===== config.mk =====
export PLATFORM = sky130hd
export DESIGN_NAME = log_line_prefix_filter
export DESIGN_NICKNAME = d
export VERILOG_FILES = /design/src/hdl/lplf_pkg.sv /design/src/hdl/lplf_head_ram.sv /design/src/hdl/lplf_cmd_fifo.sv /design/src/hdl/lplf_front.sv /design/src/hdl/lplf_back.sv /design/src/hdl/log_line_prefix_filter.sv
export SDC_FILE = /design/constraint.sdc
export NUM_CORES = 1
export LEC_CHECK = 0
export ABC_AREA = 1
export BUFFER_PORTS_ARGS = -buffer_cell sky130_fd_sc_hd__buf_2
export CORE_AREA = 2 2 260 198
export CTS_CLUSTER_DIAMETER = 60
export CTS_CLUSTER_SIZE = 40
export DETAILED_ROUTE_END_ITERATION = 7
export DIE_AREA = 0 0 262 200
export GPL_ROUTABILITY_DRIVEN = 0
export GPL_TIMING_DRIVEN = 0
export PLACE_DENSITY_LB_ADDON = 0.15
export SYNTH_ARGS = -nofsm -noshare
export SYNTH_HDL_FRONTEND = slang
export SYNTH_HIERARCHICAL = 1
export SYNTH_SLANG_ARGS = --single-unit

===== constraint.sdc =====
create_clock -name i_clk -period 8.2 [get_ports i_clk]
set_input_delay 0.82 -clock i_clk [delete_from_list [all_inputs] [get_ports i_clk]]
set_output_delay 0.82 -clock i_clk [all_outputs]
set_load 0.05 [all_outputs]

===== src/hdl/lplf_pkg.sv =====
// Shared constants, types and prefix tables of the log line prefix filter.
package lplf_pkg;

    localparam int HEAD_DEPTH   = 48;
    localparam int RETURN_LIMIT = 15;
    localparam int BUFFER_BYTES = 4194304;

    localparam int HEAD_AW    = $clog2(HEAD_DEPTH);
    localparam int HEAD_CW    = $clog2(HEAD_DEPTH + 1);
    localparam int RET_W      = $clog2(RETURN_LIMIT + 1);
    localparam int CNT_W      = 23;
    localparam int CMDQ_DEPTH = 4;
    localparam int CMDQ_AW    = $clog2(CMDQ_DEPTH);
    localparam int NPREFIX    = 5;
    localparam int PFX_MAX    = 13;
    localparam int PFX_PW     = 4;

    localparam logic [CNT_W-1:0] EMIT_LIMIT = CNT_W'(BUFFER_BYTES);
    localparam logic [CNT_W-1:0] EMIT_LAST  = CNT_W'(BUFFER_BYTES - 1);

    localparam logic [7:0] CH_NL    = 8'h0A;
    localparam logic [7:0] CH_CR    = 8'h0D;
    localparam logic [7:0] CH_TAB   = 8'h09;
    localparam logic [7:0] CH_SPACE = 8'h20;
    localparam logic [7:0] CH_DOT   = 8'h2E;
    localparam logic [7:0] CH_ZERO  = 8'h30;
    localparam logic [7:0] CH_NINE  = 8'h39;

    typedef logic [0:PFX_MAX-1][7:0] t_pfx_text;

    localparam t_pfx_text PFX_TEXT [NPREFIX] = '{
        {"EE [Info]", 32'h0},
        {"Sys [Info]", 24'h0},
        "Script [Info]",
        {"AI [Info]", 32'h0},
        {"Net [Info]", 24'h0}
    };

    localparam logic [PFX_PW-1:0] PFX_LEN [NPREFIX] = '{
        4'd9, 4'd10, 4'd13, 4'd9, 4'd10
    };

    typedef enum logic [2:0] {
        PH_START,
        PH_DIGITS,
        PH_FRAC,
        PH_SPACE,
        PH_PREFIX,
        PH_PASS,
        PH_DROP
    } t_phase;

    typedef enum logic [2:0] {
        B_IDLE,
        B_REL_RD,
        B_REL_EMIT,
        B_RET,
        B_BYTE,
        B_SUM
    } t_back_st;

    typedef struct packed {
        logic [7:0] data_byte;
        logic       end_of_buffer;
    } t_in_item;

    typedef struct packed {
        logic [7:0]       out_byte;
        logic             is_summary;
        logic [CNT_W-1:0] byte_count;
        logic             overflow_seen;
        logic             last_of_run;
    } t_out_item;

    typedef struct packed {
        logic [HEAD_CW-1:0] head_n;
        logic [RET_W-1:0]   ret_n;
        logic               has_byte;
        logic [7:0]         byte_val;
        logic               summary;
        logic               ovf;
    } t_cmd;

    typedef struct packed {
        logic               en;
        logic [HEAD_AW-1:0] addr;
        logic [7:0]         data;
    } t_ram_wr;

endpackage


===== src/hdl/lplf_head_ram.sv =====
// Line head store: one write port and one registered read port.
module lplf_head_ram (
    input  logic                         i_clk,
    input  lplf_pkg::t_ram_wr            i_wr,
    input  logic [lplf_pkg::HEAD_AW-1:0] i_rd_addr,
    output logic [7:0]                   o_rd_data
);

    logic [7:0] r_mem [lplf_pkg::HEAD_DEPTH];
    logic [7:0] r_rd_data;

    always_ff @(posedge i_clk) begin
        if (i_wr.en) begin
            r_mem[i_wr.addr] <= i_wr.data;
        end
    end

    always_ff @(posedge i_clk) begin
        r_rd_data <= r_mem[i_rd_addr];
    end

    assign o_rd_data = r_rd_data;

endmodule


===== src/hdl/lplf_cmd_fifo.sv =====
// Short command queue between the classifying front end and the output back end.
module lplf_cmd_fifo (
    input  logic           i_clk,
    input  logic           i_rst_n,
    input  logic           i_push,
    input  lplf_pkg::t_cmd i_data,
    output logic           o_full,
    input  logic           i_pop,
    output lplf_pkg::t_cmd o_data,
    output logic           o_empty
);

    lplf_pkg::t_cmd r_mem [lplf_pkg::CMDQ_DEPTH];
    logic [lplf_pkg::CMDQ_AW-1:0] r_wr_ptr;
    logic [lplf_pkg::CMDQ_AW-1:0] r_rd_ptr;
    logic [lplf_pkg::CMDQ_AW:0]   r_count;
    logic [lplf_pkg::CMDQ_AW-1:0] n_wr_ptr;
    logic [lplf_pkg::CMDQ_AW-1:0] n_rd_ptr;

    always_comb begin
        if (r_wr_ptr == lplf_pkg::CMDQ_AW'(lplf_pkg::CMDQ_DEPTH - 1)) begin
            n_wr_ptr = '0;
        end else begin
            n_wr_ptr = r_wr_ptr + 1'b1;
        end
        if (r_rd_ptr == lplf_pkg::CMDQ_AW'(lplf_pkg::CMDQ_DEPTH - 1)) begin
            n_rd_ptr = '0;
        end else begin
            n_rd_ptr = r_rd_ptr + 1'b1;
        end
    end

    always_ff @(posedge i_clk) begin
        if (!i_rst_n) begin
            r_wr_ptr <= '0;
            r_rd_ptr <= '0;
            r_count  <= '0;
        end else begin
            if (i_push) begin
                r_wr_ptr <= n_wr_ptr;
            end
            if (i_pop) begin
                r_rd_ptr <= n_rd_ptr;
            end
            unique case ({i_push, i_pop})
                2'b10: r_count <= r_count + 1'b1;
                2'b01: r_count <= r_count - 1'b1;
                default: r_count <= r_count;
            endcase
        end
    end

    always_ff @(posedge i_clk) begin
        if (i_push) begin
            r_mem[r_wr_ptr] <= i_data;
        end
    end

    assign o_data  = r_mem[r_rd_ptr];
    assign o_empty = (r_count == '0);
    assign o_full  = (r_count == (lplf_pkg::CMDQ_AW + 1)'(lplf_pkg::CMDQ_DEPTH));

endmodule


===== src/hdl/lplf_front.sv =====
// Front end: accepts input bytes, tracks the line pattern and issues output commands.
module lplf_front (
    input  logic                i_clk,
    input  logic                i_rst_n,
    input  logic                i_push,
    input  lplf_pkg::t_in_item  i_in_item,
    output logic                o_full,
    output lplf_pkg::t_ram_wr   o_ram_wr,
    output logic                o_cmd_push,
    output lplf_pkg::t_cmd      o_cmd,
    input  logic                i_cmd_full,
    input  logic                i_rel_done
);

    lplf_pkg::t_phase                r_phase;
    logic [lplf_pkg::HEAD_CW-1:0]    r_head_cnt;
    logic [lplf_pkg::NPREFIX-1:0]    r_alive;
    logic [lplf_pkg::PFX_PW-1:0]     r_pos;
    logic [lplf_pkg::RET_W-1:0]      r_pend;
    logic                            r_ovf;
    logic                            r_rel_busy;

    lplf_pkg::t_phase                n_phase;
    logic [lplf_pkg::HEAD_CW-1:0]    n_head_cnt;
    logic [lplf_pkg::NPREFIX-1:0]    n_alive;
    logic [lplf_pkg::PFX_PW-1:0]     n_pos;
    logic [lplf_pkg::RET_W-1:0]      n_pend;
    logic                            n_ovf;

    logic [7:0]                      c;
    logic                            eob;
    logic                            is_digit;
    logic                            is_blank;
    logic                            accept;
    logic                            hold_req;
    logic                            hold_full;
    logic                            pfx_req;
    logic                            pfx_done;
    logic                            line_clr;
    logic                            rel_set;
    logic                            wr_en;
    lplf_pkg::t_phase                hold_phase;
    logic [lplf_pkg::NPREFIX-1:0]    alive_nx;
    lplf_pkg::t_cmd                  cmd;

    assign c        = i_in_item.data_byte;
    assign eob      = i_in_item.end_of_buffer;
    assign is_digit = (c >= lplf_pkg::CH_ZERO) && (c <= lplf_pkg::CH_NINE);
    assign is_blank = (c == lplf_pkg::CH_SPACE) || (c == lplf_pkg::CH_TAB);

    always_comb begin
        alive_nx = '0;
        pfx_done = 1'b0;
        for (int k = 0; k < lplf_pkg::NPREFIX; k++) begin
            if (r_alive[k] && (r_pos < lplf_pkg::PFX_LEN[k])
                    && (lplf_pkg::PFX_TEXT[k][r_pos] == c)) begin
                alive_nx[k] = 1'b1;
                if (r_pos + 1'b1 == lplf_pkg::PFX_LEN[k]) begin
                    pfx_done = 1'b1;
                end
            end
        end
    end

    always_comb begin
        n_phase    = r_phase;
        n_head_cnt = r_head_cnt;
        n_alive    = r_alive;
        n_pos      = r_pos;
        n_pend     = r_pend;
        n_ovf      = r_ovf;
        hold_req   = 1'b0;
        hold_phase = r_phase;
        pfx_req    = 1'b0;
        line_clr   = 1'b0;
        rel_set    = 1'b0;
        wr_en      = 1'b0;
        hold_full  = (r_head_cnt >= lplf_pkg::HEAD_CW'(lplf_pkg::HEAD_DEPTH));
        cmd        = '0;
        cmd.byte_val = c;

        if ((c == lplf_pkg::CH_NL) && (r_phase != lplf_pkg::PH_PASS)) begin
            line_clr = 1'b1;
        end else begin
            unique case (r_phase)
                lplf_pkg::PH_START: begin
                    if (is_digit) begin
                        hold_req   = 1'b1;
                        hold_phase = lplf_pkg::PH_DIGITS;
                    end else begin
                        n_phase = lplf_pkg::PH_DROP;
                    end
                end
                lplf_pkg::PH_DIGITS, lplf_pkg::PH_FRAC: begin
                    if (is_digit) begin
                        hold_req = 1'b1;
                    end else if ((c == lplf_pkg::CH_DOT) && (r_phase == lplf_pkg::PH_DIGITS)) begin
                        hold_req   = 1'b1;
                        hold_phase = lplf_pkg::PH_FRAC;
                    end else if (is_blank) begin
                        hold_req   = 1'b1;
                        hold_phase = lplf_pkg::PH_SPACE;
                    end else begin
                        pfx_req = 1'b1;
                    end
                end
                lplf_pkg::PH_SPACE: begin
                    if (is_blank) begin
                        hold_req = 1'b1;
                    end else begin
                        pfx_req = 1'b1;
                    end
                end
                lplf_pkg::PH_PREFIX: begin
                    pfx_req = 1'b1;
                end
                lplf_pkg::PH_PASS: begin
                    if (c == lplf_pkg::CH_NL) begin
                        n_pend       = '0;
                        cmd.has_byte = 1'b1;
                        line_clr     = 1'b1;
                    end else if (c == lplf_pkg::CH_CR) begin
                        if (r_pend >= lplf_pkg::RET_W'(lplf_pkg::RETURN_LIMIT)) begin
                            cmd.ret_n    = r_pend;
                            cmd.has_byte = 1'b1;
                            n_pend       = '0;
                            n_ovf        = 1'b1;
                        end else begin
                            n_pend = r_pend + 1'b1;
                        end
                    end else begin
                        cmd.ret_n    = r_pend;
                        cmd.has_byte = 1'b1;
                        n_pend       = '0;
                    end
                end
                lplf_pkg::PH_DROP: begin
                    n_phase = lplf_pkg::PH_DROP;
                end
                default: begin
                    n_phase = lplf_pkg::PH_DROP;
                end
            endcase
        end

        if (pfx_req) begin
            n_alive = alive_nx;
            n_pos   = r_pos + 1'b1;
            if (alive_nx == '0) begin
                n_phase    = lplf_pkg::PH_DROP;
                n_head_cnt = '0;
            end else begin
                hold_req   = 1'b1;
                hold_phase = lplf_pkg::PH_PREFIX;
            end
        end

        if (hold_req) begin
            if (hold_full) begin
                n_ovf      = 1'b1;
                n_phase    = lplf_pkg::PH_DROP;
                n_head_cnt = '0;
            end else begin
                wr_en      = 1'b1;
                n_head_cnt = r_head_cnt + 1'b1;
                n_phase    = hold_phase;
                if (pfx_req && pfx_done) begin
                    cmd.head_n = r_head_cnt + 1'b1;
                    n_phase    = lplf_pkg::PH_PASS;
                    n_head_cnt = '0;
                    rel_set    = 1'b1;
                end
            end
        end

        if (eob) begin
            if ((n_phase == lplf_pkg::PH_PASS) && !cmd.has_byte) begin
                cmd.ret_n = n_pend;
            end
            cmd.summary = 1'b1;
            cmd.ovf     = n_ovf;
            n_ovf       = 1'b0;
        end

        if (line_clr || eob) begin
            n_phase    = lplf_pkg::PH_START;
            n_head_cnt = '0;
            n_alive    = '1;
            n_pos      = '0;
            n_pend     = '0;
        end
    end

    // A new line head may not be written while the back end still reads the last one.
    assign o_full = i_cmd_full || (r_rel_busy && (r_phase != lplf_pkg::PH_PASS)
                                   && (r_phase != lplf_pkg::PH_DROP));
    assign accept = i_push && !o_full;

    assign o_ram_wr.en   = accept && wr_en;
    assign o_ram_wr.addr = r_head_cnt[lplf_pkg::HEAD_AW-1:0];
    assign o_ram_wr.data = c;

    assign o_cmd      = cmd;
    assign o_cmd_push = accept && ((cmd.head_n != '0) || (cmd.ret_n != '0)
                                   || cmd.has_byte || cmd.summary);

    always_ff @(posedge i_clk) begin
        if (!i_rst_n) begin
            r_phase    <= lplf_pkg::PH_START;
            r_head_cnt <= '0;
            r_alive    <= '1;
            r_pos      <= '0;
            r_pend     <= '0;
            r_ovf      <= 1'b0;
            r_rel_busy <= 1'b0;
        end else begin
            if (accept) begin
                r_phase    <= n_phase;
                r_head_cnt <= n_head_cnt;
                r_alive    <= n_alive;
                r_pos      <= n_pos;
                r_pend     <= n_pend;
                r_ovf      <= n_ovf;
            end
            if (accept && rel_set) begin
                r_rel_busy <= 1'b1;
            end else if (i_rel_done) begin
                r_rel_busy <= 1'b0;
            end
        end
    end

`ifndef SYNTH
    a_no_write_during_release: assert property (@(posedge i_clk) disable iff (!i_rst_n)
        o_ram_wr.en |-> !r_rel_busy)
        else $error("head store written while a release is outstanding");

    a_no_push_when_full: assert property (@(posedge i_clk) disable iff (!i_rst_n)
        o_cmd_push |-> !i_cmd_full)
        else $error("command pushed into a full queue");
`endif

endmodule


===== src/hdl/lplf_back.sv =====
// Back end: carries out commands and presents result beats through an output register.
module lplf_back (
    input  logic                         i_clk,
    input  logic                         i_rst_n,
    input  lplf_pkg::t_cmd               i_cmd,
    input  logic                         i_cmd_empty,
    output logic                         o_cmd_pop,
    output logic                         o_rel_done,
    output logic [lplf_pkg::HEAD_AW-1:0] o_rd_addr,
    input  logic [7:0]                   i_rd_data,
    input  logic                         i_pop,
    output logic                         o_empty,
    output lplf_pkg::t_out_item          o_out_item
);

    lplf_pkg::t_back_st              r_state;
    lplf_pkg::t_cmd                  r_cmd;
    logic [lplf_pkg::HEAD_AW-1:0]    r_rel_idx;
    logic [lplf_pkg::RET_W-1:0]      r_ret_idx;
    logic [lplf_pkg::CNT_W-1:0]      r_emit;
    logic                            r_out_valid;
    lplf_pkg::t_out_item             r_out;

    lplf_pkg::t_back_st              n_state;
    lplf_pkg::t_cmd                  n_cmd;
    logic [lplf_pkg::HEAD_AW-1:0]    n_rel_idx;
    logic [lplf_pkg::RET_W-1:0]      n_ret_idx;
    logic [lplf_pkg::CNT_W-1:0]      n_emit;
    logic                            n_out_valid;
    lplf_pkg::t_out_item             n_out;

    logic                            slot;
    logic                            lim_hit;
    logic                            last_cap;
    logic                            rel_end;
    logic                            ret_end;
    logic                            data_go;
    logic                            data_last;
    logic [7:0]                      data_val;
    lplf_pkg::t_back_st              skip_st;

    // Picks the next part of a command after the part that state s stands for.
    function automatic lplf_pkg::t_back_st step_from(input lplf_pkg::t_cmd c,
                                                     input lplf_pkg::t_back_st s);
        lplf_pkg::t_back_st r;
        r = lplf_pkg::B_IDLE;
        if (c.summary) begin
            r = lplf_pkg::B_SUM;
        end
        if (c.has_byte && (s != lplf_pkg::B_BYTE)) begin
            r = lplf_pkg::B_BYTE;
        end
        if ((c.ret_n != '0) && ((s == lplf_pkg::B_IDLE) || (s == lplf_pkg::B_REL_EMIT))) begin
            r = lplf_pkg::B_RET;
        end
        if ((c.head_n != '0) && (s == lplf_pkg::B_IDLE)) begin
            r = lplf_pkg::B_REL_RD;
        end
        return r;
    endfunction

    assign slot     = !r_out_valid || i_pop;
    assign lim_hit  = (r_emit == lplf_pkg::EMIT_LIMIT);
    assign last_cap = (r_emit == lplf_pkg::EMIT_LAST);
    assign rel_end  = (lplf_pkg::HEAD_CW'(r_rel_idx) + 1'b1 == r_cmd.head_n);
    assign ret_end  = (r_ret_idx + 1'b1 == r_cmd.ret_n);
    assign skip_st  = r_cmd.summary ? lplf_pkg::B_SUM : lplf_pkg::B_IDLE;

    always_comb begin
        n_state     = r_state;
        n_cmd       = r_cmd;
        n_rel_idx   = r_rel_idx;
        n_ret_idx   = r_ret_idx;
        n_emit      = r_emit;
        n_out_valid = r_out_valid && !i_pop;
        n_out       = r_out;
        o_cmd_pop   = 1'b0;
        o_rel_done  = 1'b0;
        data_go     = 1'b0;
        data_last   = 1'b0;
        data_val    = r_cmd.byte_val;

        unique case (r_state)
            lplf_pkg::B_IDLE: begin
                if (!i_cmd_empty) begin
                    o_cmd_pop = 1'b1;
                    n_cmd     = i_cmd;
                    n_rel_idx = '0;
                    n_ret_idx = '0;
                    n_state   = step_from(i_cmd, lplf_pkg::B_IDLE);
                end
            end
            lplf_pkg::B_REL_RD: begin
                n_state = lplf_pkg::B_REL_EMIT;
            end
            lplf_pkg::B_REL_EMIT: begin
                if (lim_hit) begin
                    n_state    = skip_st;
                    o_rel_done = 1'b1;
                end else if (slot) begin
                    data_go   = 1'b1;
                    data_val  = i_rd_data;
                    data_last = rel_end && (r_cmd.ret_n == '0) && !r_cmd.has_byte;
                    if (rel_end) begin
                        n_state    = step_from(r_cmd, lplf_pkg::B_REL_EMIT);
                        o_rel_done = 1'b1;
                    end else begin
                        n_rel_idx = r_rel_idx + 1'b1;
                        n_state   = lplf_pkg::B_REL_RD;
                    end
                end
            end
            lplf_pkg::B_RET: begin
                if (lim_hit) begin
                    n_state = skip_st;
                end else if (slot) begin
                    data_go   = 1'b1;
                    data_val  = lplf_pkg::CH_CR;
                    data_last = ret_end && !r_cmd.has_byte;
                    if (ret_end) begin
                        n_state = step_from(r_cmd, lplf_pkg::B_RET);
                    end else begin
                        n_ret_idx = r_ret_idx + 1'b1;
                    end
                end
            end
            lplf_pkg::B_BYTE: begin
                if (lim_hit) begin
                    n_state = skip_st;
                end else if (slot) begin
                    data_go   = 1'b1;
                    data_last = 1'b1;
                    n_state   = step_from(r_cmd, lplf_pkg::B_BYTE);
                end
            end
            lplf_pkg::B_SUM: begin
                if (slot) begin
                    n_out_valid         = 1'b1;
                    n_out.out_byte      = '0;
                    n_out.is_summary    = 1'b1;
                    n_out.byte_count    = r_emit;
                    n_out.overflow_seen = r_cmd.ovf;
                    n_out.last_of_run   = 1'b1;
                    n_emit              = '0;
                    n_state             = lplf_pkg::B_IDLE;
                end
            end
            default: begin
                n_state = lplf_pkg::B_IDLE;
            end
        endcase

        if (data_go) begin
            n_out_valid         = 1'b1;
            n_out.out_byte      = data_val;
            n_out.is_summary    = 1'b0;
            n_out.byte_count    = '0;
            n_out.overflow_seen = 1'b0;
            n_out.last_of_run   = !r_cmd.summary && (data_last || last_cap);
            n_emit              = r_emit + 1'b1;
        end
    end

    always_ff @(posedge i_clk) begin
        if (!i_rst_n) begin
            r_state     <= lplf_pkg::B_IDLE;
            r_emit      <= '0;
            r_out_valid <= 1'b0;
            r_rel_idx   <= '0;
            r_ret_idx   <= '0;
        end else begin
            r_state     <= n_state;
            r_emit      <= n_emit;
            r_out_valid <= n_out_valid;
            r_rel_idx   <= n_rel_idx;
            r_ret_idx   <= n_ret_idx;
        end
    end

    always_ff @(posedge i_clk) begin
        r_cmd <= n_cmd;
        r_out <= n_out;
    end

    assign o_rd_addr  = r_rel_idx;
    assign o_empty    = !r_out_valid;
    assign o_out_item = r_out;

`ifndef SYNTH
    a_read_before_emit: assert property (@(posedge i_clk) disable iff (!i_rst_n)
        (r_state == lplf_pkg::B_REL_EMIT) |->
            ($past(r_state) == lplf_pkg::B_REL_RD) || ($past(r_state) == lplf_pkg::B_REL_EMIT))
        else $error("head byte emitted without a completed store read");

    a_done_only_in_release: assert property (@(posedge i_clk) disable iff (!i_rst_n)
        o_rel_done |-> (r_state == lplf_pkg::B_REL_EMIT))
        else $error("release done reported outside a release");

    a_count_in_range: assert property (@(posedge i_clk) disable iff (!i_rst_n)
        r_emit <= lplf_pkg::EMIT_LIMIT)
        else $error("emitted byte count beyond the buffer limit");
`endif

endmodule


===== src/hdl/log_line_prefix_filter.sv =====
// Top level of the log line prefix filter: front end, command queue, head store, back end.
// Bytes of a buffer go in through push/full, one beat per byte, and the front end takes a
// byte in every cycle unless the command queue is full or a new line head would overwrite
// a head that is still being released. Each byte that causes output becomes one command;
// the back end takes a command in B_IDLE and then emits its result beats, each when the
// output register has room, and a released head byte passes B_REL_RD before B_REL_EMIT
// because every head store read is registered before the byte leaves. The held line head is
// at most HEAD_DEPTH bytes; the store has no reset and needs no clearing pass. Results leave
// through empty/pop from an output register, and the summary beat ends every buffer.
module log_line_prefix_filter (
    input  logic                i_clk,
    input  logic                i_rst_n,
    input  logic                push,
    input  lplf_pkg::t_in_item  i_in_item,
    output logic                full,
    output logic                empty,
    input  logic                pop,
    output lplf_pkg::t_out_item o_out_item
);

    lplf_pkg::t_ram_wr            ram_wr;
    logic [lplf_pkg::HEAD_AW-1:0] rd_addr;
    logic [7:0]                   rd_data;
    logic                         cmd_push;
    lplf_pkg::t_cmd               cmd_in;
    logic                         cmd_full;
    logic                         cmd_pop;
    lplf_pkg::t_cmd               cmd_out;
    logic                         cmd_empty;
    logic                         rel_done;

    lplf_front u_front (
        .i_clk      (i_clk),
        .i_rst_n    (i_rst_n),
        .i_push     (push),
        .i_in_item  (i_in_item),
        .o_full     (full),
        .o_ram_wr   (ram_wr),
        .o_cmd_push (cmd_push),
        .o_cmd      (cmd_in),
        .i_cmd_full (cmd_full),
        .i_rel_done (rel_done)
    );

    lplf_head_ram u_head_ram (
        .i_clk     (i_clk),
        .i_wr      (ram_wr),
        .i_rd_addr (rd_addr),
        .o_rd_data (rd_data)
    );

    lplf_cmd_fifo u_cmd_fifo (
        .i_clk   (i_clk),
        .i_rst_n (i_rst_n),
        .i_push  (cmd_push),
        .i_data  (cmd_in),
        .o_full  (cmd_full),
        .i_pop   (cmd_pop),
        .o_data  (cmd_out),
        .o_empty (cmd_empty)
    );

    lplf_back u_back (
        .i_clk       (i_clk),
        .i_rst_n     (i_rst_n),
        .i_cmd       (cmd_out),
        .i_cmd_empty (cmd_empty),
        .o_cmd_pop   (cmd_pop),
        .o_rel_done  (rel_done),
        .o_rd_addr   (rd_addr),
        .i_rd_data   (rd_data),
        .i_pop       (pop),
        .o_empty     (empty),
        .o_out_item  (o_out_item)
    );

endmodule

==> qor.yml, run 1 <==
timing:
  setup_viol: 0
  max_freq_mhz: 207
  setup_ws_ns: 3.37
  fin_tns_setup_ns: 0
  final_max_slew_viol_count: 0
  finalCriticalPeriod_ns: 4.83
  rsz0062_at_grt: "false"
  fin_crit_sh_pct: 58.9
  slew_headroom_pct: 30.9
  hold_viol: 0
  fin_worst_skew_ns: 0.0292
  tightest_slew_ns: 1.03
synth:
  synth_top_area_cell: "edfxtp_1"
  synth-main-ff-cell: "edfxtp_1"
  synth_area_sq_um: 27100
  netlist.area_leader.share_pct: 55.2
  synth_area_per_cell_sq_um: 10.1
  syn_nets: 2712
  synth_top_family_by_area: "simple AND/OR/NAND/NOR gates"
  synth_xor_area_share_pct: 0.550
  yosysWarnings: 6
  synth_cells: 2678
  synth-simple-area-share_pct: 22.2
  synth_edf_count: 498
  synth_compound_area_share_pct: 7.47
  synthMuxAreaShare_pct: 0
  async_reset_ff_share_pct: 0
  synth.distinct_cells: 59
  ys_seq_elements: 601
  yosysSeqAreaShare_pct: 62.8
  synthTopCellsByArea: "edfxtp_1, nand2_1, dfxtp_1"
  synth_most_common_cell: "nand2_1"
  synth_fa_ha_area_share_pct: 0.998
  synthTopCellsByCount: "nand2_1, edfxtp_1, nand3_1, nor2_1, inv_1"
drt:
  drcViolationCount: 0
  dr.pass1.iters: 6
  routedWlPerCell_um: 21.5
  drt-vias-per-instance: 5.94
  antenna_left: 0
  vias: 20500
  routed_wl_um: 74100
  initialDrtViolationCount: 2865
clock_network:
  tritoncts: "done"
  root_buffer: "clkbuf_16"
  ctsResizeCount: 0
  htreeDepth: 2
  cts_setup_buffers: 0
  clk_path_buf_depth: 3
  numCtsBuffers: 35
  ctsHoldBuffers: 0
  cts.sinks: 601
  clk_pin_slew_ns: 0.11
  clk_latency_ns: 0.60
critical_path:
  start_kind: "flop"
  path_delay_family: "simple AND/OR/NAND/NOR gates"
  cp.arrival_ns: 5.04
  cp_max_fo: 9
  crit_chain: "inv_1 > ha_1 > nor2_1 > inv_1 > nand2_1 > nand3_1 > xor2_1 > nor2_1 > nand3_1 > nand4_1 > nand2_1 > nor2_2 > inv_2 > nor2_1 > clkbuf_1 > nand4_1 > nor2_1"
  critPathRequiredTime_ns: 8.41
  end_kind: "flop"
  crit_top_cell: "nor2_1"
  critPathKind: "flop to flop"
  critPathMaxStageDelay_ns: 0.91
  cp_slowest_cell: "nor2_1"
  crit_buf_inv: 4
global_route:
  grt_use_total_pct: 28.4
  grt_pass1_wl_um: 112000
  grt_start_max_net_pins: 49
  grt_pass1_vias: 19200
  overflow: 0
  antenna_found_initial: 0
floorplanning:
  num_rows: 71
  dieArea_sq_um: 52400
  core_region_area_sq_um: 49700
  die_w_um: 262
  start_util_pct: 54.5
  die_h_um: 200
  io_pins: 49
run_status:
  status: "finished clean"
layout:
  diodes: 0
  syn_to_final_growth_pct: 8.82
  nNetsFinal: 2801
  drive_gt1_share_pct: 11.3
power_and_ir_drop:
  p_leak_nw: 11.2
  peakVddDrop_uv: 126
  powerDensity_nw_per_um2: 273
place:
  dp_hpwl_um: 50600
  pre_cts_slack_ns: 3.46
  place.port_buffers: 45
hold_path:
  hold_class: "primary input to flop"
run:
  drv_cap: 0
[power breakdown]
part / internal [mW] / switching (mW)
registers: 3.50 / 0.112
logic: 0.677 / 1.73
clock network: 0.903 / 1.13
[state kept, by name, indices dropped and copies added, names as in the netlist, 2 cells and up, named ones only]
name                  flops
u_cmd_fifo/r_rd_ptr       2
u_cmd_fifo/r_mem         84
u_back/o_out_item        34
u_back/r_state            3
u_front/r_pend            4
u_front/r_head_cnt        6
u_front/r_pos             4
u_back/r_cmd             21
u_front/r_phase           3
u_head_ram/o_rd_data      8
u_head_ram/r_mem        384
u_back/r_ret_idx          4
u_back/r_emit            23
u_cmd_fifo/r_count        3
u_front/r_alive           5
u_back/o_rd_addr          6
u_cmd_fifo/r_wr_ptr       2
[logic make-up after synthesis]
| group | count (synthesis) |
|---|---|
| adder cells (fa/ha/maj) | 21 |
| flip-flops | 601 |
| XOR/XNOR | 17 |
| buffers and inverters | 325 |
| AO/OA/AOI/OAI | 346 |
| AND/OR/NAND/NOR | 1368 |
[area by class of cell]
| cell class | instances | area (sq um) |
|---|---|---|
| buffer | 147 | 928 |
| clock buffer | 41 | 941 |
| clock inverter | 22 | 289 |
| fill | 4116 | 20300 |
| inverter | 178 | 689 |
| multi-input combinational | 1752 | 8510 |
| sequential | 601 | 17000 |
| tap | 657 | 822 |
| timing repair buffer | 52 | 285 |
[final timing paths]
check | start | endpoint | slack, ns | cells after the start
max | u_front/r_pos[0] | u_head_ram/r_mem[42][4] | 3.37 | 17
min | i_in_item[2] | u_cmd_fifo/r_mem[3][3] | 0.42 | 1
max reg2reg | u_front/r_pos[0] | u_head_ram/r_mem[42][4] | 3.37 | 17
min reg2reg | u_back/o_out_item[22] | u_back/o_out_item[22] | 0.47 | 2
[metrics by stage]
step | instance area, sq um | util, % | hold WS [ns] | power, mW | std cells
after global routing | 29500 | 59.3 | 0.406 | 8.41 | 3450
final | 29500 | 59.3 | 0.417 | 8.05 | 3450
after CTS | 29500 | 59.3 | 0.397 | 8.00 | 3450
after floorplan | 27100 | - | 0.429 | 5.20 | 2678
after detailed placement | 28200 | 56.8 | 0.445 | 6.00 | 3387
after global placement | 28100 | 56.6 | 0.441 | 5.95 | 3380
[metal layers]
metal  part of all wire [%]  track usage (%)  vias to the layer above
li1                       -                -                     9444
met1                     43             42.3                     9816
met2                     44             42.7                     1124
met3                     12             6.31                      122
met4                    1.9             6.53                        0
met5                      0                0                        -
[placed cells by master (no fill, tap or decap), types with 4 or more instances in the layout]
master	count
nand2_1	621
clkbuf_16	37
o21ai_1	35
buf_1	9
o21ai_0	125
inv_6	5
inv_12	5
nor2_2	18
edfxtp_1	498
buf_6	25
buf_2	101
nor4_1	5
xor2_1	14
nand3b_1	4
inv_2	25
o21a_1	4
a22oi_1	28
nand4_1	46
nor3_1	22
a31oi_1	4
nor2_1	274
a211oi_1	5
nand3_1	338
ha_1	20
inv_1	147
dfxtp_1	103
o22ai_1	23
clkbuf_1	32
buf_4	31
nor2_4	10
nand2_4	5
a21oi_1	69
nor4_2	8
a21oi_2	6
o211ai_1	36
inv_8	6
(Power assumes the default switching activity.)
==> run 2, diff against run 1 <==
Clock period 8.2 ns to 4.4 ns, I/O delays scaled along.
==> qor.yml, run 2 (synthesis results as in run 1) <==
run_status:
  status: "finished clean"
clock_network:
  cts.sinks: 601  # unchanged
  numCtsBuffers: 35  # unchanged
  clk_latency_ns: 0.60  # about the same
  tritoncts: "done"
  clk_path_buf_depth: 3  # unchanged
  root_buffer: "clkbuf_16"
  ctsHoldBuffers: 0  # unchanged
  clk_pin_slew_ns: 0.11  # about the same
  htreeDepth: 2  # unchanged
drt:
  vias: 20700  # +0.85%
  antenna_left: 0  # unchanged
  routed_wl_um: 74400  # +0.40%
  initialDrtViolationCount: 2987  # +4.3%
  routedWlPerCell_um: 21.4  # -0.23%
  drt-vias-per-instance: 5.96  # +0.21%
  drcViolationCount: 0  # unchanged
  dr.pass1.iters: 6  # unchanged
timing:
  fin_tns_setup_ns: 0  # unchanged
  max_freq_mhz: 238  # +15%
  setup_ws_ns: 0.207  # -3.16 ns
  fin_worst_skew_ns: 0.0260  # -0.00319 ns
  finalCriticalPeriod_ns: 4.19  # -0.639 ns
  fin_crit_sh_pct: 95.3  # +36 points
  setup_viol: 0  # unchanged
  slew_headroom_pct: 42.3  # +11 points
  holdWs_ns: 0.0371  # -0.380 ns
  hold_viol: 0  # unchanged
  tightest_slew_ns: 0.862  # -0.165 ns
  final_max_slew_viol_count: 0  # unchanged
global_route:
  grt_pass1_wl_um: 112000  # about the same
  overflow: 0  # unchanged
  grt_pass1_vias: 19300  # +0.29%
  grt_start_max_net_pins: 49  # unchanged
  grt_use_total_pct: 28.4  # about the same
  antenna_found_initial: 0  # unchanged
power_and_ir_drop:
  p_leak_nw: 11.2  # +0.63%
  powerDensity_nw_per_um2: 503  # +84%
  p_total_mw: 15.0  # +87%
  peakVddDrop_uv: 236  # +88%
place:
  dp_hpwl_um: 50600  # unchanged
  place.port_buffers: 45  # unchanged
  dp_cells: 3387  # unchanged
  pre_cts_slack_ns: -0.164  # -3.63 ns
  dpl_cell_area_sq_um: 28200  # unchanged
floorplanning:
  die_h_um: 200  # unchanged
  dieArea_sq_um: 52400  # unchanged
  start_util_pct: 54.5  # unchanged
  die_w_um: 262  # unchanged
  core_region_area_sq_um: 49700  # unchanged
  num_rows: 71  # unchanged
  io_pins: 49  # unchanged
hold_path:
  hold_class: "primary input to flop"
  hold_depth: 1  # unchanged
critical_path:
  critPathKind: "flop to flop"
  cp_max_fo: 9  # unchanged
  cp.arrival_ns: 4.43  # -0.61 ns
  start_kind: "flop"
  critPathRequiredTime_ns: 4.64  # -3.77 ns
  reg2regPathDepth: 18  # +1
  end_kind: "flop"
layout:
  syn_to_final_growth_pct: 10.3
  fin_cells: 3472  # +0.64%
  nNetsFinal: 2823  # +0.79%
  layout_commonest_cell: "nand2_1"
  diodes: 0  # unchanged
  final_util_pct: 60.1  # +0.83 points
  regMostFlops: "u_head_ram/r_mem"
  final_cell_mix: "nand2_1, edfxtp_1, nand3_1, nor2_1, inv_1"
  fin_area_sq_um: 29900  # +1.4%
  fill_cells: 4050  # -1.6%
  largest_reg_flops: 384  # unchanged
  drive_gt1_share_pct: 13.7  # +2.4 points
run:
  drv_cap: 0  # unchanged
-- run 2: repair_timing --
| item | 4_1_cts | 5_1_grt |
|---|---|---|
| setup endpoints to repair | 310 | 470 |
| buffers inserted | 0 | 21 |
| cloned | 0 | 1 |
| pin swaps | 0 | 5 |
| resized for setup | 18 | 50 |
-- run 2: power by group --
part / internal (mW) / leakage, nW / switching (mW)
sequential: 6.53 / 5.34 / 0.209
clock: 1.68 / 0.585 / 2.10
combinational: 1.27 / 5.30 / 3.25
total: 9.48 / 11.2 / 5.56
-- run 2: final cells by class --
cell class	instances	area, sq um	share of cell area [%]
timing repair inverter	1	5.00	0.0167
tap	657	822	2.75
clock buffer	41	941	3.15
multi-input combinational	1752	8740	29.2
timing repair buffer	73	443	1.48
sequential	601	17000	56.9
inverter	178	704	2.36
buffer	147	930	3.11
clock inverter	22	289	0.967
-- run 2: routing by layer --
layer	part of all wire [%]	vias to the layer above	GRT usage, %
met4	2.2	0	6.91
li1	-	9499	-
met5	0	-	0
met3	12	135	6.49
met2	44	1153	42.6
met1	42	9894	42.1
-- run 2: critical path, stage by stage, from the launching register on --
cell and delay [ns]:
dfxtp_1 0.44, inv_1 0.20, ha_1 0.35, nor2_1 0.20
inv_1 0.11, nand2_1 0.07, nand3_1 0.08, xor2_1 0.18
nor2_1 0.13, nand3_1 0.14, nand4_1 0.12, nand2_1 0.09
nor2_2 0.12, inv_2 0.07, nor2_1 0.20, clkbuf_2 0.30
nand4_1 0.36, buf_4 0.29, nor2_2 0.39
-- run 2: worst paths after layout --
path | startpoint | end | slack, ns
setup / recovery | u_front/r_pos[1] | u_head_ram/r_mem[5][2] | 0.21
hold / removal | i_in_item[2] | u_cmd_fifo/r_mem[3][3] | 0.04
setup reg to reg | u_front/r_pos[1] | u_head_ram/r_mem[5][2] | 0.21
hold reg to reg | u_back/o_out_item[22] | u_back/o_out_item[22] | 0.47
